<file path="src/phv_div.sv">
module phv_div #(
  parameter int NUM_W = 24,
  parameter int DEN_W = 8,
  parameter int QUO_W = 17
) (
  input  logic             clk_i,
  input  logic             en_i,
  input  logic [NUM_W-1:0] num_i,
  input  logic [DEN_W-1:0] den_i,
  output logic [QUO_W-1:0] quo_o
);

  // Restoring division, one quotient bit per stage. The caller guarantees
  // that the quotient fits in QUO_W bits.
  logic [DEN_W-1:0] rem_q [QUO_W];
  logic [QUO_W-1:0] low_q [QUO_W];
  logic [QUO_W-1:0] quo_q [QUO_W];
  logic [DEN_W-1:0] den_q [QUO_W];

  for (genvar k = 0; k < QUO_W; k++) begin : g_stage
    logic [DEN_W-1:0] prem;
    logic [QUO_W-1:0] plow;
    logic [QUO_W-1:0] pquo;
    logic [DEN_W-1:0] pden;
    logic [DEN_W:0]   trial;
    logic             take;

    if (k == 0) begin : g_first
      assign prem = DEN_W'(num_i >> QUO_W);
      assign plow = num_i[QUO_W-1:0];
      assign pquo = '0;
      assign pden = den_i;
    end else begin : g_next
      assign prem = rem_q[k-1];
      assign plow = low_q[k-1];
      assign pquo = quo_q[k-1];
      assign pden = den_q[k-1];
    end

    assign trial = {prem, plow[QUO_W-1]};
    assign take  = (trial >= {1'b0, pden});

    always_ff @(posedge clk_i) begin
      if (en_i) begin
        rem_q[k] <= take ? DEN_W'(trial - {1'b0, pden}) : trial[DEN_W-1:0];
        low_q[k] <= plow << 1;
        quo_q[k] <= {pquo[QUO_W-2:0], take};
        den_q[k] <= pden;
      end
    end
  end

  assign quo_o = quo_q[QUO_W-1];

endmodule

</file>
<file path="config.mk">
export PLATFORM = sky130hd
export DESIGN_NAME = phv_div
export DESIGN_NICKNAME = d
export VERILOG_FILES = /design/src/phv_div.sv
export SDC_FILE = /design/constraint.sdc
export NUM_CORES = 1
export LEC_CHECK = 0
export BUFFER_PORTS_ARGS = -buffer_cell sky130_fd_sc_hd__buf_2
export CELL_PAD_IN_SITES_DETAIL_PLACEMENT = 1
export CELL_PAD_IN_SITES_GLOBAL_PLACEMENT = 2
export CORE_UTILIZATION = 41
export DETAILED_ROUTE_END_ITERATION = 8
export PLACE_DENSITY = 0.83
export SLEW_MARGIN = 10
export SYNTH_ARGS = -nofsm -noshare
export SYNTH_HDL_FRONTEND = slang
export SYNTH_SLANG_ARGS = --single-unit
</file>
<file path="constraint.sdc">
create_clock -name clk_i -period 2.5 [get_ports clk_i]
set_input_delay 0.5 -clock clk_i [delete_from_list [all_inputs] [get_ports clk_i]]
set_output_delay 0.5 -clock clk_i [all_outputs]
set_load 0.05 [all_outputs]
</file>
== Word-level counts from Yosys, hierarchy flattened ==
Memories as Yosys holds them, arrays and structs flattened.
Index checks and enable logic that the tools add are counted.

* Flip-flop bits (word level): 0
* Latch bits: 0
* RAM bits: 833
* Memory bits (read-only): 0
* Memories kept: 4

{| class="wikitable"
|+ Memories
! name !! depth !! width !! read ports !! clocked after memory_dff !! write ports !! RTL line !! RTL
|-
| quo_q || 17 || 17 || 17 || 0 || 17 || 17 || <nowiki>logic [QUO_W-1:0] quo_q [QUO_W];</nowiki>
|-
| low_q || 17 || 16 || 16 || 0 || 17 || 16 || <nowiki>logic [QUO_W-1:0] low_q [QUO_W];</nowiki>
|-
| den_q || 17 || 8 || 16 || 0 || 17 || 18 || <nowiki>logic [DEN_W-1:0] den_q [QUO_W];</nowiki>
|-
| rem_q || 17 || 8 || 16 || 0 || 17 || 15 || <nowiki>logic [DEN_W-1:0] rem_q [QUO_W];</nowiki>
|}

* Add/sub/neg operators: 17
* Multipliers: 0
* Divide/modulo/power cells: 0
* $lt $le $gt $ge: 17
* Equality and inequality tests: 0
* Shifts and indexed selects: 0
* Multiplexer cells: 19
* Bitwise operators: 0
* Reductions and logical operators: 0

{| class="wikitable"
|+ Operators by type and width
! kind !! count
|-
| $ge 9x8->1 || 16
|-
| $mux 8 || 17
|-
| $sub 8x8->8 || 17
|-
| $ge 8x8->1 || 1
|-
| $mux 1 || 2
|}

== Depth between registers and ports, before layout ==
An unclocked memory read counts as a cell.

* Word-level depth: 3
* Mapped depth: 8
* Mapped depth without buffers: 8

== Worst setup path after synthesis ==
Ideal clock, no wire load.

* Path kind: input to register
* Start point: input num_i[16]
* End point: memory rem_q[0][2] (data pin)
* Library setup time: 0.260 ns
* Arrival time: 2.274 ns
* Slack: -0.034 ns
* Stages: 8
* Path buffers: 0
* Cell sequence: inv_1 -> ha_1 -> fa_1 -> nand2b_1 -> a21oi_1 -> o2111ai_1 -> a21oi_4 -> mux2_2

{| class="wikitable"
|+ RTL lines
! element !! RTL line !! RTL
|-
| from (decl) || 8 || <nowiki>input logic [NUM_W-1:0] num_i,</nowiki>
|-
| to (decl) || 15 ||
|}

==> impl_metrics.py <==
metrics = {
    "floorplanning": {
        "start_util_pct": 41.6,
        "io_pins": 51,
        "die_h_um": 244,
        "placementRows": 88,
        "fp.dieW_um": 244,
        "dieArea_um2": 59800,
        "coreArea_um2": 57900,
    },
    "critical_path": {
        "reg2reg_to": "rem_q[0][46]",
        "worstSetupEndpointType": "flop",
        "crit_path_start": "rem_q[0][37]",
        "worst-r2r-setup-slack_ns": 0.08,
        "worstPathMaxFanout": 6,
        "cp_data_arrival_time_ns": 2.77,
        "required_ns": 2.85,
        "ff2ff_path_depth": 6,
        "critPathCapture": "rem_q[0][46]",
        "start_kind": "flop",
        "critPathKind": "flop to flop",
        "reg2reg_from": "rem_q[0][37]",
    },
    "cts": {
        "cts_root_buffer": "clkbuf_16",
        "hold_buffers": 0,
        "clk_latency_ns": 0.61,
        "cts-buffers-inserted": 58,
        "cts_sinks": 545,
        "cts_buffer_depth": 3,
        "htree_levels": 2,
        "cts_tree": "yes",
        "cts.clk_slew.worst_paths_ns": 0.06,
    },
    "placement": {
        "dp_hpwl_mm": 31.2,
        "dp.cells": 2559,
        "port_buffers": 50,
        "gp_congestion": 0.808,
        "dpl_cell_area_um2": 25800,
    },
    "global_routing": {
        "antenna_found_initial": 0,
        "grt_util_met3_pct": 2.89,
        "met2_usage_pct": 26.3,
        "track_usage_pct": 15.1,
        "grt_first_pass_wirelength_mm": 73.4,
        "grt_use_met1_pct": 19.3,
        "globalRoute.busiestLayer": "met2",
        "grt_max_degree": 79,
        "grt_pass1_vias": 14305,
        "grt-ovfl-total": 0,
    },
    "finish": {
        "multiInputGateArea_um2": 6880,
        "regArea_um2": 16400,
        "stdcell_count": 2667,
        "fin_area_um2": 27800,
        "drive_gt1_share_pct": 11.4,
        "syn2layout_area_growth_pct": 15.2,
        "antenna_cells": 0,
        "fin_nets": 2042,
        "num-fill-cells": 5851,
    },
    "sta": {
        "max_freq_mhz": 414,
        "fin_skew_ns": 0.0162,
        "period_needed_ns": 2.42,
        "tns_ns": 0,
        "worst_pin_slew_ns": 0.514,
        "final_hold_viol_count": 0,
        "holdWs_ns": 0.0741,
        "slew_viol_final": 0,
        "period_share_pct": 96.6,
        "finalSetupViolCount": 0,
        "slew_headroom_pct": 65.5,
    },
    "drt": {
        "vias_per_cell": 5.07,
        "wl_per_cell_um": 16.7,
        "ant_nets": 0,
        "num_vias": 13533,
        "drc": 0,
        "route.final.wire_length_mm": 44.5,
        "firstDrtPassIters": 5,
        "drt_iter0_drc": 604,
    },
    "power_and_ir_drop": {
        "power_leakage_uw": 0.0106,
        "swShare_pct": 30.1,
        "power_frac_comb_pct": 29.0,
        "switchingPower_uw": 9250,
        "p_total_uw": 30800,
        "powerDensity_nw_per_um2": 1110,
        "power_frac_seq_pct": 42.4,
        "power_frac_clock_pct": 28.6,
        "intPower_uw": 21500,
        "vdd_drop_max_mv": 0.565,
    },
    "synth": {
        "yosys-top-cells-count": "545 x edfxtp_1, 222 x inv_1, 136 x ha_1, 131 x nand2_1, 94 x o21ai_0",
        "seq_area_frac_synth_pct": 67.9,
        "synth_cells": 1713,
        "synth.area.top_cells": "edfxtp_1 68%, ha_1 7.1%, inv_1 3.5%",
        "synth-seq-cells": 545,
        "synthFlopType": "edfxtp_1",
        "synth.top_cell.area_share_pct": 67.9,
        "synth_area_um2": 24100,
        "avgSynthCellArea_um2": 14.1,
        "syn_nets": 1899,
        "yosysWarnings": 0,
        "synth.most_common_cell": "edfxtp_1",
        "yosysTopAreaCell": "edfxtp_1",
        "synth.distinct_cells": 53,
        "synth_async_sr_flop_share_pct": 0,
        "synth_edf_count": 545,
    },
    "flow_run": {
        "maxCapViolCount": 0,
    },
    "hold_path": {
        "hold_class": "input pin to flop",
    },
    "run_status": {
        "outcome": "complete, no violations",
    },
}
critical path: stages (launching register included):
cell	delay, ns
edfxtp_1	0.41
ha_1	0.38
a21o_1	0.22
o21bai_1	0.17
a21boi_1	0.24
a21boi_4	0.35
mux2_2	0.39
timing repair:
action	CTS	global route
endpoints found under the setup margin	0	15
gates resized for setup	0	3
buffers inserted	0	2
cell type report:
class                   instances  share of cell area (%)
clock buffers                  68                    5.44
flip-flops and latches        545                    58.9
inverters                     222                    3.00
clock inverters                38                    1.64
well taps                     765                    3.45
multi-input cells             932                    24.8
repair buffers                 97                    2.75
how the worst min path moves through the flow:
stage,start,end,slack (ns),cells after the start
after global placement,quo_q[3][24],quo_q[4][8],0.40,0
after global routing,num_i[11],low_q[0][11],0.03,1
after floorplan,low_q[0][85],low_q[0][102],0.40,0
final,num_i[7],low_q[0][7],0.07,1
after detailed placement,low_q[0][3],low_q[0][20],0.41,0
after CTS,num_i[7],low_q[0][7],0.03,1
per-stage QoR:
stage / worst slack, ns / utilization (%)
floorplan: 0.0249 / -
global placement: -0.123 / 44.5
detailed placement: -0.195 / 44.5
CTS: 0.0372 / 47.9
global route: -0.00783 / 47.9
finish: 0.0841 / 47.9
flip-flops by register name, indices dropped and copies added, names as in the netlist:
register / cells
quo_q: 153
low_q: 136
den_q: 128
rem_q: 128
cells in the final DEF (no fill, tap or decap), types with 14 or more instances in the layout:
cell       instances
edfxtp_1         545
inv_1            222
ha_1             135
nand2_1          131
o21ai_0           94
o21a_1            80
a21oi_1           61
clkbuf_16         59
buf_2             49
nor2_1            47
nor3_1            45
nor2b_1           43
o31ai_1           35
buf_4             35
xnor2_1           34
mux2_2            22
nand3_1           17
mux2i_1           16
fa_1              15
o31a_1            14
xor2_1            14
power by group through the flow:
| stage | clock (uW) | combinational, uW | sequential (uW) |
|---|---|---|---|
| 2_1_floorplan | 0 | 6450 | 12900 |
| 3_3_place_gp | 0 | 8390 | 13100 |
| 3_5_place_dp | 0 | 8820 | 13200 |
| 4_1_cts | 9080 | 8930 | 13100 |
| 5_1_grt | 9400 | 10000 | 13200 |
| 6_report | 8810 | 8920 | 13000 |
layer usage:
metal / vias to the layer above / part of all wire [%]
li1: 6636 / -
met1: 6657 / 45
met2: 177 / 50
met3: 63 / 3.6
met4: 0 / 2.0
met5: - / 0
cells by family (layout without fill, tap and decap cells):
group           count (synthesis)  in the layout  share of synthesized area (%)
flops                         545            545                           67.9
compound gates                371            371                           10.2
simple gates                  322            322                           6.30
buf+inv                       236            425                           3.71
fa+ha+maj                     152            152                           8.39
xor+xnor                       48             48                           1.74
mux                            39             39                           1.74
Power figures use the tool's default switching activity.
