## src/phv_pkg.sv

```systemverilog
package phv_pkg;

  localparam int CH_W = 8;

  // Hue in 1/64 degree steps.
  localparam int HUE_SECTOR = 3840;
  localparam int HUE_GREEN  = 7680;
  localparam int HUE_BLUE   = 15360;
  localparam int HUE_FULL   = 23040;

  // Shared shape of both dividers: an 8-bit divisor, a 24-bit dividend and
  // a 17-bit quotient, one quotient bit per pipeline stage.
  localparam int DIV_NUM_W = 24;
  localparam int DIV_DEN_W = 8;
  localparam int DIV_QUO_W = 17;

  // Register stages behind the dividers.
  localparam int BACK_DEPTH = 5;

  // Configuration register indexes.
  localparam logic [1:0] CFG_HUE_SHIFT  = 2'd0;
  localparam logic [1:0] CFG_SAT_GAIN   = 2'd1;
  localparam logic [1:0] CFG_VALUE_GAIN = 2'd2;

  localparam logic [15:0] GAIN_ONE = 16'd4096;

  // Per-pixel data that travels beside the dividers.
  typedef struct packed {
    logic [CH_W-1:0] red;
    logic [CH_W-1:0] green;
    logic [CH_W-1:0] blue;
    logic [CH_W-1:0] alpha;
    logic [16:0]     value;
    logic [14:0]     base;
    logic            neg;
    logic            gray;
  } side_t;

endpackage

```

## src/phv_front.sv

```systemverilog
module phv_front (
  input  logic               clk_i,
  input  logic               en_i,
  input  logic [7:0]         red_i,
  input  logic [7:0]         green_i,
  input  logic [7:0]         blue_i,
  input  logic [7:0]         alpha_i,
  output logic [23:0]        sat_num_o,
  output logic [7:0]         sat_den_o,
  output logic [23:0]        hue_num_o,
  output logic [7:0]         hue_den_o,
  output phv_pkg::side_t     side_o
);

  logic [7:0]  mx, mn, delta, mag;
  logic [14:0] base;
  logic        neg;
  logic [16:0] value;

  logic [23:0]    sat_num_q, hue_num_q;
  logic [7:0]     sat_den_q, hue_den_q;
  phv_pkg::side_t side_q;

  always_comb begin
    mx = (red_i > green_i) ? red_i : green_i;
    mn = (red_i < green_i) ? red_i : green_i;
    if (blue_i > mx) mx = blue_i;
    if (blue_i < mn) mn = blue_i;
    delta = mx - mn;

    // Red wins ties, then green.
    if (red_i == mx) begin
      neg  = !(green_i > blue_i);
      mag  = neg ? blue_i - green_i : green_i - blue_i;
      base = neg ? 15'(phv_pkg::HUE_FULL) : 15'd0;
    end else if (green_i == mx) begin
      neg  = (blue_i < red_i);
      mag  = neg ? red_i - blue_i : blue_i - red_i;
      base = 15'(phv_pkg::HUE_GREEN);
    end else begin
      neg  = (red_i < green_i);
      mag  = neg ? green_i - red_i : red_i - green_i;
      base = 15'(phv_pkg::HUE_BLUE);
    end

    // max * 65536 / 255 equals max * 257, plus one at full scale.
    value = 17'(mx) * 17'd257 + ((mx == 8'hff) ? 17'd1 : 17'd0);
  end

  always_ff @(posedge clk_i) begin
    if (en_i) begin
      sat_num_q <= {delta, 16'd0};
      sat_den_q <= mx;
      hue_num_q <= 24'(mag) * 24'(phv_pkg::HUE_SECTOR);
      hue_den_q <= delta;
      side_q    <= '{red: red_i, green: green_i, blue: blue_i, alpha: alpha_i,
                     value: value, base: base, neg: neg, gray: (delta == 8'd0)};
    end
  end

  assign sat_num_o = sat_num_q;
  assign sat_den_o = sat_den_q;
  assign hue_num_o = hue_num_q;
  assign hue_den_o = hue_den_q;
  assign side_o    = side_q;

endmodule

```

## config.mk

```make
export PLATFORM = sky130hd
export DESIGN_NAME = phv_front
export DESIGN_NICKNAME = d
export VERILOG_FILES = /design/src/phv_pkg.sv /design/src/phv_front.sv
export SDC_FILE = /design/constraint.sdc
export NUM_CORES = 1
export LEC_CHECK = 0
export BUFFER_PORTS_ARGS = -buffer_cell sky130_fd_sc_hd__buf_2
export CORE_MARGIN = 2
export CORE_UTILIZATION = 40
export DETAILED_ROUTE_END_ITERATION = 6
export GPL_TIMING_DRIVEN = 0
export PLACE_DENSITY = 0.66
export SETUP_SLACK_MARGIN = 0.02
export SYNTH_ARGS = -nofsm -noshare
export SYNTH_HDL_FRONTEND = slang
export SYNTH_SLANG_ARGS = --single-unit
export TNS_END_PERCENT = 1
```

## constraint.sdc

```tcl
create_clock -name clk_i -period 22.2 [get_ports clk_i]
set_clock_uncertainty 0.15 [all_clocks]
set_input_delay 3.33 -clock clk_i [delete_from_list [all_inputs] [get_ports clk_i]]
set_output_delay 3.33 -clock clk_i [all_outputs]
set_load 0.01 [all_outputs]
```

=== Yosys cells after proc, flatten, opt, wreduce, memory -nomap -nowiden ===
Index checks and enable logic that the tools add are counted.

* RAM bits: 0
* Bits in registers: 94
* Word-level logic and storage cells: 47
* Bits in read-only memories: 0
* Memories: 0
* Output and inout port bits: 130
* Bits in latches: 0

* Multiplexer cells: 15
* Order comparisons: 6
* Shift-type cells: 0
* Bitwise operators: 0
* Eq/ne operators: 3
* $add $sub $neg: 8
* Div/mod/pow operators: 0
* $mul: 2
* Reduce and logical (&&, ||, !) cells: 2

{| class="wikitable"
|+ Operators by type and width
! kind !! number
|-
| 2-to-1 mux 8 bit || 9
|-
| subtractor 8 bit || 7
|-
| 2-to-1 mux 15 bit || 2
|-
| > comparator 8 bit || 3
|-
| less-than comparator 8 bit || 3
|-
| adder 17 x 1 -> 17 bit || 1
|-
| multiplier 8 x 9 -> 17 bit, second input constant || 1
|-
| equality test 8 bit || 2
|-
| 2-to-1 mux 14 bit || 1
|-
| multiplier 8 x 4 -> 12 bit, second input constant || 1
|-
| equality test 8 bit, second input constant || 1
|-
| logical NOT 8 bit || 1
|-
| 2-to-1 mux 1 bit || 3
|-
| logical NOT 1 bit || 1
|}

=== Longest topological paths before layout ===
Gate-level depths: netlist of run 1.

* Depth after elaboration: 8
* Depth in mapped cells: 37
* Mapped depth without buffers: 33

=== Least setup slack after synthesis of run 1 ===
No wires, ideal clock.

* Path type: input port to flip-flop
* Start: input red_i[0]
* End: register hue_num_q[19], in the netlist hue_num_o[19] (data pin)
* Required time: 21792 ps
* Arrival: 9634 ps
* Stages on the path: 34
* Slack: 12158 ps
* Library setup time: 258 ps
* Cell sequence: inv_1 > ha_1 > inv_1 > fa_1 > nand3_1 > a21oi_2 > o22ai_2 > buf_2 > mux2i_1 > ha_1 > nor2b_1 > o211ai_1 > a21o_2 > and2_1 > buf_6 > buf_4 > o22ai_1 > a21oi_1 > nand4_4 > buf_2 > o21ai_0 > fa_1 > fa_1 > ha_1 > a21o_1 > a21oi_1 > o21bai_1 > a21oi_1 > nor2b_1 > o21a_1 > o21ai_0 > nand2b_1 > a21oi_1 > xnor2_1

* Longest elaborated chain between the ends: 8
* Elaborated cells on any way between the ends: 17
* Classes of those cells: add/sub (4); mul (1); order compare (4); eq/ne (2); mux (6)

{| class="wikitable"
|+ RTL lines
! item !! RTL line !! source
|-
| start: declaration || phv_front.sv:4 || <nowiki>input logic [7:0] red_i,</nowiki>
|-
| > comparator 8 bit || phv_front.sv:25 || <nowiki>mx = (red_i > green_i) ? red_i : green_i;</nowiki>
|-
| 2-to-1 mux 8 bit || phv_front.sv:25 ||
|-
| > comparator 8 bit || phv_front.sv:27 || <nowiki>if (blue_i > mx) mx = blue_i;</nowiki>
|-
| 2-to-1 mux 8 bit || phv_front.sv:27 ||
|-
| equality test 8 bit || phv_front.sv:36 || <nowiki>end else if (green_i == mx) begin</nowiki>
|-
| 2-to-1 mux 8 bit || phv_front.sv:36 ||
|-
| 2-to-1 mux 8 bit (*) || phv_front.sv:32 || <nowiki>if (red_i == mx) begin</nowiki>
|-
| via mag[0] || phv_front.sv:15 || <nowiki>logic [7:0] mx, mn, delta, mag;</nowiki>
|-
| multiplier 8 x 4 -> 12 bit (*) || phv_front.sv:54 || <nowiki>hue_num_q <= 24'(mag) * 24'(phv_pkg::HUE_SECTOR);</nowiki>
|-
| end signal: assignment || phv_front.sv:54 ||
|-
| end: declaration || phv_front.sv:20 || <nowiki>logic [23:0] sat_num_q, hue_num_q;</nowiki>
|}

The timed path passes the listed nets; every way through them passes the cells marked *.
A chain may end at the register's enable or synchronous reset.

=== Worst setup path after layout of run 1 ===
Ends and elaborated chain as after synthesis.

==> Implementation_results.wiki, run 1 <==
{| class="wikitable"
! Metric !! Value
|-
| Post-synthesis compound-gate area fraction || 13.4%
|-
| Largest area contributor in the netlist || edfxtp_1
|-
| Worst Max-Slew Pin Slew || 0.716 ns
|-
| Maximum number of pins on one net before global-route repair || 74
|-
| Die Y-Extent || 138 µm
|-
| Worst-path cell with the longest stage delay || fa_1
|-
| Syn Inst Count || 686
|-
| Cell types occupying the most area after synthesis || edfxtp_1 (35%), ha_1 (15%), buf_4 (4.9%)
|-
| Worst hold-check slack || 2.99 ns
|-
| NetSw || 364 µW
|-
| Number of sinks on the clock net || 84
|-
| Initial Util || 41.2%
|-
| Share of total power consumed by net switching || 38.7%
|-
| Post-layout net count || 997
|-
| Fin crit period || 10.84 ns
|-
| Comb pwr share || 56.6%
|-
| Total routing usage reported by global routing || 17.4%
|-
| RSZ-0062 raised after global routing || false
|-
| Final wirelength || 16.5 mm
|-
| Post-synthesis instance area || 7170 µm²
|-
| Cell count of the worst hold path || 1
|-
| Share of layout cells above drive strength 1 || 26.6%
|-
| Fraction of the mapped netlist area in adder cells || 19.8%
|-
| Largest fanout on the critical path || 10
|-
| Site row count || 48
|-
| Average wire per cell in the routed design || 15.1 µm
|-
| Data arrival time of the critical path || 10.80 ns
|-
| CTS root buf || clkbuf_16
|-
| Run status || complete, no violations
|-
| Post-synth top cells || ha_1 (87), edfxtp_1 (84), inv_1 (70)
|-
| Power per Cell Area || 110 nW/µm²
|-
| Inst Count DP || 1074
|-
| Vias after detailed routing || 5417
|-
| Final number of max-transition violations || 0
|-
| Max clock buf depth || 2
|-
| Total setup violations reported at the end of the flow || 0
|-
| Quantity of gates resized following cts || 0
|-
| Clk network pwr share || 16.9%
|-
| Category of the worst setup path launch point || primary input
|-
| Max Cap Viol || 0
|-
| Largest stage delay, worst path || 0.53 ns
|-
| Drt drc || 0
|-
| Accumulated negative setup slack || 0 ns
|-
| Syn-to-layout area delta || 19.5%
|-
| Die Span X || 138 µm
|-
| Area fraction of the dominant cell type after synthesis || 35.2%
|-
| Leakage power figure || 0.00404 µW
|-
| FMAX || 0.0922 GHz
|-
| # IOs || 164
|-
| Number of warnings reported in the yosys synthesis log || 0
|-
| Number of library cell types mapped by synthesis || 61
|-
| Average cell area after synthesis || 10.5 µm²
|-
| Endpoint kind of the worst setup timing path || flop
|-
| Critical Path Stages || 35
|-
| Prevailing post-synth register cell || edfxtp_1
|-
| Slew HR || 51.0%
|-
| Startpoint-to-endpoint class of the critical path || primary input to flop
|-
| Core region area || 17400 µm²
|-
| Post-CTS setup buffers || 0
|-
| Filler instances || 1632
|-
| Seq/Total Area, Yosys || 35.2%
|-
| Iteration-0 DRC count of the detailed router || 361
|-
| Routability Congestion || 0.932
|-
| Area of the die || 19000 µm²
|-
| Data required time of the worst path || 22.15 ns
|-
| CTS clock-pin slew for the worst setup and hold paths || 0.07 ns
|-
| Post-route cell area || 8570 µm²
|-
| Share of synthesized flip-flops with an asynchronous set or reset || 0%
|-
| Multiplexer share of the synthesized area || 6.68%
|-
| Port Buffers || 126
|-
| Most repeated cell in the gate-level netlist after synthesis || ha_1
|-
| Total congestion overflow || 0
|-
| Number of endpoints with negative hold slack in the final report || 0
|-
| Wire length of the first global-routing pass || 25.3 mm
|-
| Final worst-path cycle share || 48.8%
|-
| Crit-path leading delay family || compound AO/OA/AOI/OAI gates
|-
| Instance area after placement || 8250 µm²
|-
| Number of nets still failing antenna checks after routing || 0
|-
| Hold bufs inserted after CTS || 0
|-
| Post-detailed-placement half-perimeter wirelength || 13.1 mm
|-
| Part of the total power dissipated in sequential elements || 26.6%
|-
| Number of antenna diodes || 0
|-
| Drt pass-1 iters || 5
|-
| Dominant combinational cell family by area after synthesis || adder cells
|-
| Cell internal power dissipation || 576 µW
|-
| Hold/Removal Path Class || primary input to flop
|-
| Worst IR Drop VDD || 112 µV
|-
| Vias in the first global route || 5073
|-
| Number of synthesized flops with an enable pin || 84
|-
| TritonCTS buffer count || 9
|-
| Number of synthesized register bits || 84
|-
| Simple-gate share of the synthesized area || 8.50%
|-
| Initial antenna violation count || 0
|-
| Most used cell, CP || a21oi_1
|-
| Average via count per standard cell || 4.97
|-
| Post-route insts no fill || 1090
|-
| Post-synthesis xor/xnor area fraction || 7.07%
|-
| TritonCTS clock tree || built
|-
| H-tree levels || 3
|-
| Bufs and invs on worst path || 7
|}
layer usage:
layer	track usage (%)	up-vias	share of wire, %	routed length, µm
met2	26.2	198	45	7350
met4	6.41	0	1.9	316
met3	3.25	24	7.3	1200
met5	0	-	0	0
met1	24.9	2495	46	7610
li1	-	2700	-	-
worst paths after layout:
path,from,to,slack [ns]
max,red_i[0],hue_num_o[19]$_DFFE_PP_,11.36
min,alpha_i[0],side_o[34]$_DFFE_PP_,2.99
final cells by class:
| class | count | area, µm² | share of cell area (%) |
|---|---|---|---|
| multi-input cells | 512 | 4110 | 48.0 |
| flip-flops and latches | 84 | 2520 | 29.4 |
| repair buffers | 127 | 661 | 7.71 |
| plain buffers | 56 | 407 | 4.75 |
| well taps | 225 | 282 | 3.29 |
| inverters | 70 | 263 | 3.07 |
| clock buffers | 9 | 225 | 2.63 |
| clock inverters | 7 | 93.8 | 1.10 |
sequential cells by signal, summed over array words and instances (netlist names):
signal     flops
side_o        56
hue_num_o     12
sat_den_o      8
sat_num_o      8
power groups by stage:
stage | registers [µW] | logic [µW] | clock network [µW]
2_1_floorplan | 272 | 394 | 0
3_3_place_gp | 254 | 526 | 0
3_5_place_dp | 254 | 535 | 0
4_1_cts | 250 | 539 | 164
5_1_grt | 253 | 613 | 168
6_report | 250 | 532 | 159
cell families after synthesis:
family,Yosys count
compound gates,147
flops,84
mux,44
fa+ha+maj,104
simple gates,123
buf+inv,126
xor+xnor,57
other cells,1
through the flow:
stage / setup WS [ns] / utilization [%] / power, µW
after floorplan: 12.16 / - / 666
after global placement: 11.11 / 47.2 / 779
after detailed placement: 11.05 / 47.3 / 789
after CTS: 11.41 / 49.2 / 953
after global routing: 10.75 / 49.2 / 1030
final: 11.36 / 49.2 / 941
cells in the final DEF, fill, tap and decap left out, types with 6 or more instances in the layout:
cell type / instances
a21o_1: 12
a21oi_1: 60
buf_2: 129
buf_4: 48
clkbuf_16: 9
conb_1: 37
edfxtp_1: 84
fa_1: 16
ha_1: 87
inv_1: 70
mux2_2: 13
mux2i_1: 26
nand2_1: 24
nand3_1: 14
nor2_1: 44
nor2b_1: 10
nor3_1: 6
o21ai_0: 21
o21bai_1: 7
o22ai_1: 6
xnor2_1: 36
xor2_1: 20
Power figures use the tool's default switching activity.
==> inputs of run 2 (changes only) <==
--- a/config.mk
+++ b/config.mk
@@ -10,7 +10,7 @@
 export CORE_UTILIZATION = 40
 export DETAILED_ROUTE_END_ITERATION = 6
 export GPL_TIMING_DRIVEN = 0
-export PLACE_DENSITY = 0.66
+export PLACE_DENSITY = 0.68
 export SETUP_SLACK_MARGIN = 0.02
 export SYNTH_ARGS = -nofsm -noshare
 export SYNTH_HDL_FRONTEND = slang
==> constraint.sdc (replaced) <==
create_clock -name clk_i -period 9.3 [get_ports clk_i]
set_clock_uncertainty 0.15 [all_clocks]
set_input_delay 1.395 -clock clk_i [delete_from_list [all_inputs] [get_ports clk_i]]
set_output_delay 1.395 -clock clk_i [all_outputs]
set_load 0.01 [all_outputs]
==> Implementation_results.wiki, run 2 (synthesis results as in run 1) <==
{| class="wikitable"
! Metric !! Value
|-
| Final number of max-transition violations || 0
|-
| Largest fanout on the critical path || 10
|-
| Slew HR || 54.7%
|-
| Data arrival time of the critical path || 8.75 ns
|-
| Post-route insts no fill || 1090
|-
| Post-layout net count || 997
|-
| Endpoint kind of the worst setup timing path || flop
|-
| Share of layout cells above drive strength 1 || 26.9%
|-
| RSZ-0062 raised after global routing || false
|-
| Comb pwr share || 57.6%
|-
| Leakage power figure || 0.00403 µW
|-
| # IOs || 164
|-
| Average via count per standard cell || 5.00
|-
| Wire length of the first global-routing pass || 26.3 mm
|-
| Initial antenna violation count || 0
|-
| Most frequent cells in the layout || buf_2 (128), ha_1 (87), edfxtp_1 (84)
|-
| Worst Max-Slew Pin Slew || 0.662 ns
|-
| Final worst-path cycle share || 94.6%
|-
| Maximum number of pins on one net before global-route repair || 75
|-
| Hold/Removal Path Class || primary input to flop
|-
| Commonest non-fill, non-tap cell in the layout || buf_2
|-
| Power per Cell Area || 263 nW/µm²
|-
| Number of antenna diodes || 0
|-
| Routability Congestion || 0.918
|-
| Final core utilization || 49.3%
|-
| Die Y-Extent || 138 µm
|-
| Syn-to-layout area delta || 19.8%
|-
| Filler instances || 1597
|-
| Post-detailed-placement half-perimeter wirelength || 13.2 mm
|-
| Run status || complete, no violations
|-
| Vias in the first global route || 5112
|-
| TritonCTS buffer count || 9
|-
| Core region area || 17400 µm²
|-
| Vias after detailed routing || 5447
|-
| Worst slack at placement || 0.0274 ns
|-
| Clk network pwr share || 16.0%
|-
| Max Cap Viol || 0
|-
| Beginning of the worst hold path || alpha_i[7]
|-
| H-tree levels || 3
|-
| Area of the die || 19000 µm²
|-
| Worst IR Drop VDD || 286 µV
|-
| Initial Util || 41.2%
|-
| Drt drc || 0
|-
| Number of sinks on the clock net || 84
|-
| CTS root buf || clkbuf_16
|-
| Accumulated negative setup slack || 0 ns
|-
| Final wirelength || 16.9 mm
|-
| Drt pass-1 iters || 4
|-
| NetSw || 897 µW
|-
| Total congestion overflow || 0
|-
| Worst-path cell with the longest stage delay || fa_1
|-
| Port Buffers || 126
|-
| Cell count of the worst hold path || 1
|-
| Total routing usage reported by global routing || 17.9%
|-
| Cell internal power dissipation || 1360 µW
|-
| Hold bufs inserted after CTS || 0
|-
| Iteration-0 DRC count of the detailed router || 415
|-
| Number of endpoints with negative hold slack in the final report || 0
|-
| Number of nets still failing antenna checks after routing || 0
|-
| Die Span X || 138 µm
|-
| FMAX || 0.114 GHz
|-
| Fin crit period || 8.80 ns
|-
| Inst Count DP || 1074
|-
| Hold Path End || side_o[41]$_DFFE_PP_
|-
| Largest stage delay, worst path || 0.52 ns
|-
| Post-route cell area || 8590 µm²
|-
| Total setup violations reported at the end of the flow || 0
|-
| Max FFs per register || 56
|-
| Data required time of the worst path || 9.25 ns
|-
| Share of total power consumed by net switching || 39.7%
|-
| Startpoint-to-endpoint class of the critical path || primary input to flop
|-
| Area of the multi-input gates || 4150 µm²
|-
| Max clock buf depth || 2
|-
| Category of the worst setup path launch point || primary input
|-
| Part of the total power dissipated in sequential elements || 26.4%
|-
| Site row count || 48
|-
| Instance area after placement || 8250 µm²
|-
| Final Worst Setup Slack || 0.502 ns
|-
| Register Area || 2520 µm²
|-
| TritonCTS clock tree || built
|-
| Average wire per cell in the routed design || 15.5 µm
|-
| CTS clock-pin slew for the worst setup and hold paths || 0.08 ns
|}
[run 2: how the worst max path moves through the flow]
stage | endpoint | depth (start not counted) | startpoint
2_1_floorplan | hue_num_o[19]$_DFFE_PP_ | 34 | red_i[0]
3_3_place_gp | hue_num_o[19]$_DFFE_PP_ | 35 | red_i[0]
3_5_place_dp | hue_num_o[19]$_DFFE_PP_ | 35 | red_i[0]
4_1_cts | hue_num_o[19]$_DFFE_PP_ | 35 | red_i[0]
5_1_grt | hue_num_o[19]$_DFFE_PP_ | 35 | red_i[0]
6_report | hue_num_o[19]$_DFFE_PP_ | 35 | red_i[0]
[run 2: critical path: cells and delay by family]
| kind | cells | cell delay (ns) |
|---|---|---|
| multiplexers | 1 | 0.29 |
| adder cells (fa/ha/maj) | 6 | 2.18 |
| AO/OA/AOI/OAI | 14 | 2.63 |
| buffers and inverters | 7 | 1.32 |
| AND/OR/NAND/NOR | 6 | 0.83 |
| XOR/XNOR | 1 | 0.09 |
[run 2: per-stage QoR]
stage	hold slack, ns	power (µW)
after floorplan	1.34	1590
after global placement	1.42	1860
after detailed placement	1.42	1900
after CTS	1.05	2270
after global routing	1.05	2460
final	1.06	2260
[run 2: metal layers]
layer	GRT usage (%)	vias up	share of wire, %	routed length (µm)
met5	0	-	0	0
met4	6.29	0	1.9	316
met3	2.41	20	7.1	1200
met2	27.9	203	45	7650
met1	25.4	2511	46	7750
li1	-	2713	-	-
[run 2: layout make-up]
| class | count | share of cell area (%) |
|---|---|---|
| Buffer | 56 | 4.76 |
| Timing Repair Buffer | 127 | 7.69 |
| Sequential cell | 84 | 29.4 |
| Tap cell | 225 | 3.28 |
| Inverter | 70 | 3.06 |
| Clock buffer | 9 | 2.62 |
| Multi-Input combinational cell | 512 | 48.3 |
| Clock inverter | 7 | 0.947 |
[run 2: power groups by stage]
stage	Clock (µW)	Sequential, µW	Combinational [µW]
6_report	362	595	1300
4_1_cts	370	597	1310
3_3_place_gp	0	605	1250
5_1_grt	381	603	1480
2_1_floorplan	0	650	940
3_5_place_dp	0	605	1290
[run 2: timing repair]
action	CTS	global route
gates resized for setup	0	8
setup endpoints to repair	0	1
buffers inserted	0	0
==> inputs of run 3 (changes only) <==
--- a/config.mk
+++ b/config.mk
@@ -10,7 +10,7 @@
 export CORE_UTILIZATION = 40
 export DETAILED_ROUTE_END_ITERATION = 6
 export GPL_TIMING_DRIVEN = 0
-export PLACE_DENSITY = 0.68
+export PLACE_DENSITY = 0.66
 export SETUP_SLACK_MARGIN = 0.02
 export SYNTH_ARGS = -nofsm -noshare
 export SYNTH_HDL_FRONTEND = slang
==> constraint.sdc (replaced) <==
create_clock -name clk_i -period 8.7 [get_ports clk_i]
set_clock_uncertainty 0.15 [all_clocks]
set_input_delay 1.305 -clock clk_i [delete_from_list [all_inputs] [get_ports clk_i]]
set_output_delay 1.305 -clock clk_i [all_outputs]
set_load 0.01 [all_outputs]
==> Implementation_results.wiki, run 3 (synthesis results as in run 1) <==
{| class="wikitable"
! Metric !! Value
|-
| Wire length of the first global-routing pass || 25.3 mm
|-
| Leakage power figure || 0.00406 µW
|-
| Fin crit period || 8.17 ns
|-
| Iteration-0 DRC count of the detailed router || 319
|-
| Final worst-path cycle share || 94.0%
|-
| Max clock buf depth || 2
|-
| Die Span X || 138 µm
|-
| Startpoint-to-endpoint class of the critical path || primary input to flop
|-
| Area of the die || 19000 µm²
|-
| Routability Congestion || 0.932
|-
| Maximum number of pins on one net before global-route repair || 74
|-
| Worst-path cell with the longest stage delay || fa_1
|-
| CTS clock-pin slew for the worst setup and hold paths || 0.07 ns
|-
| NetSw || 941 µW
|-
| Drt drc || 0
|-
| Die Y-Extent || 138 µm
|-
| Number of nets still failing antenna checks after routing || 0
|-
| FMAX || 0.122 GHz
|-
| Cell internal power dissipation || 1480 µW
|-
| Largest fanout on the critical path || 10
|-
| TritonCTS clock tree || built
|-
| Number of sinks on the clock net || 84
|-
| Total routing usage reported by global routing || 17.4%
|-
| # IOs || 164
|-
| Site row count || 48
|-
| Worst slack at placement || -0.421 ns
|-
| Post-route insts no fill || 1096
|-
| Inst Count DP || 1074
|-
| Hold bufs inserted after CTS || 0
|-
| Clk network pwr share || 16.7%
|-
| Worst Max-Slew Pin Slew || 0.720 ns
|-
| Share of layout cells above drive strength 1 || 28.1%
|-
| Largest stage delay, worst path || 0.59 ns
|-
| Filler instances || 1616
|-
| Max FFs per register || 56
|-
| Port Buffers || 126
|-
| Syn-to-layout area delta || 21.3%
|-
| Slew HR || 50.7%
|-
| Commonest non-fill, non-tap cell in the layout || buf_2
|-
| Vias after detailed routing || 5446
|-
| Run status || complete, no violations
|-
| Comb pwr share || 57.0%
|-
| Endpoint kind of the worst setup timing path || flop
|-
| Total setup violations reported at the end of the flow || 0
|-
| Initial Util || 41.2%
|-
| Number of antenna diodes || 0
|-
| Number of endpoints with negative hold slack in the final report || 0
|-
| Average via count per standard cell || 4.97
|-
| Initial antenna violation count || 0
|-
| Drt pass-1 iters || 5
|-
| Register Area || 2520 µm²
|-
| CTS root buf || clkbuf_16
|-
| Part of the total power dissipated in sequential elements || 26.3%
|-
| Final number of max-transition violations || 0
|-
| Hold/Removal Path Class || primary input to flop
|-
| Vias in the first global route || 5070
|-
| TritonCTS buffer count || 9
|-
| Most frequent cells in the layout || buf_2 (126), ha_1 (87), edfxtp_1 (84)
|-
| Final Worst Setup Slack || 0.526 ns
|-
| Area of the multi-input gates || 4180 µm²
|-
| Max Cap Viol || 0
|-
| H-tree levels || 3
|-
| Worst IR Drop VDD || 290 µV
|-
| Share of total power consumed by net switching || 38.8%
|-
| Core region area || 17400 µm²
|-
| Data required time of the worst path || 8.65 ns
|-
| Final wirelength || 16.5 mm
|-
| Post-detailed-placement half-perimeter wirelength || 13.1 mm
|-
| Power per Cell Area || 279 nW/µm²
|-
| Category of the worst setup path launch point || primary input
|-
| Post-layout net count || 1003
|-
| Data arrival time of the critical path || 8.13 ns
|-
| Total congestion overflow || 0
|-
| Average wire per cell in the routed design || 15.1 µm
|}
[run 3: cell types whose count changed in the layout (fill, tap and decap cells not counted), moves of 2 or more]
cell	before	now
clkinvlp_4	0	2
buf_2	128	126
inv_1	70	68
clkinv_4	2	0
a21oi_1	59	57
buf_4	48	55
[run 3: worst paths after layout]
path                   start                      end  slack [ns]  cells after the start
hold / removal    alpha_i[0]     side_o[34]$_DFFE_PP_        0.97                      1
setup / recovery    red_i[0]  hue_num_o[19]$_DFFE_PP_        0.53                     35
[run 3: final cells by class]
class,instances,area share (%)
flip-flops and latches,84,29.0
inverters,70,3.07
clock buffers,9,2.59
repair buffers,133,8.15
well taps,225,3.24
plain buffers,56,4.78
clock inverters,7,1.08
multi-input cells,512,48.1
[run 3: worst max-delay path: cells and delay by family]
family,cells,cell delay (ns)
mux,2,0.51
compound gates,13,2.22
xor+xnor,1,0.09
fa+ha+maj,6,2.15
buf+inv,7,0.98
simple gates,6,0.82
[run 3: power groups by stage]
stage	Sequential (µW)	Combinational, µW	Clock [µW]
after detailed placement	647	1370	0
after CTS	639	1380	418
after global routing	646	1590	428
final	637	1380	405
after global placement	647	1340	0
after floorplan	695	1010	0
[run 3: per-stage QoR]
stage | TNS [ns] | cell area (µm²) | hold slack [ns] | util (%) | total power, µW
after global routing | -0.00899 | 8690 | 0.957 | 49.9 | 2660
after CTS | 0 | 8570 | 0.953 | 49.2 | 2430
final | 0 | 8690 | 0.968 | 49.9 | 2430
after floorplan | 0 | 7300 | 1.25 | - | 1700
after global placement | -0.554 | 8220 | 1.33 | 47.2 | 1990
after detailed placement | -0.681 | 8250 | 1.33 | 47.3 | 2010
[run 3: layer usage]
layer / share of wire, % / global-route usage [%] / vias up
met4: 2.0 / 6.41 / 0
met2: 45 / 26.2 / 182
met1: 47 / 24.9 / 2522
met3: 6.5 / 3.25 / 25
met5: 0 / 0 / -
li1: - / - / 2717
[run 3: what timing repair did]
action / in CTS / in global routing
pin swaps: 0 / 3
buffers inserted: 0 / 6
resized for setup: 3 / 18
endpoints found under the setup margin: 1 / 3
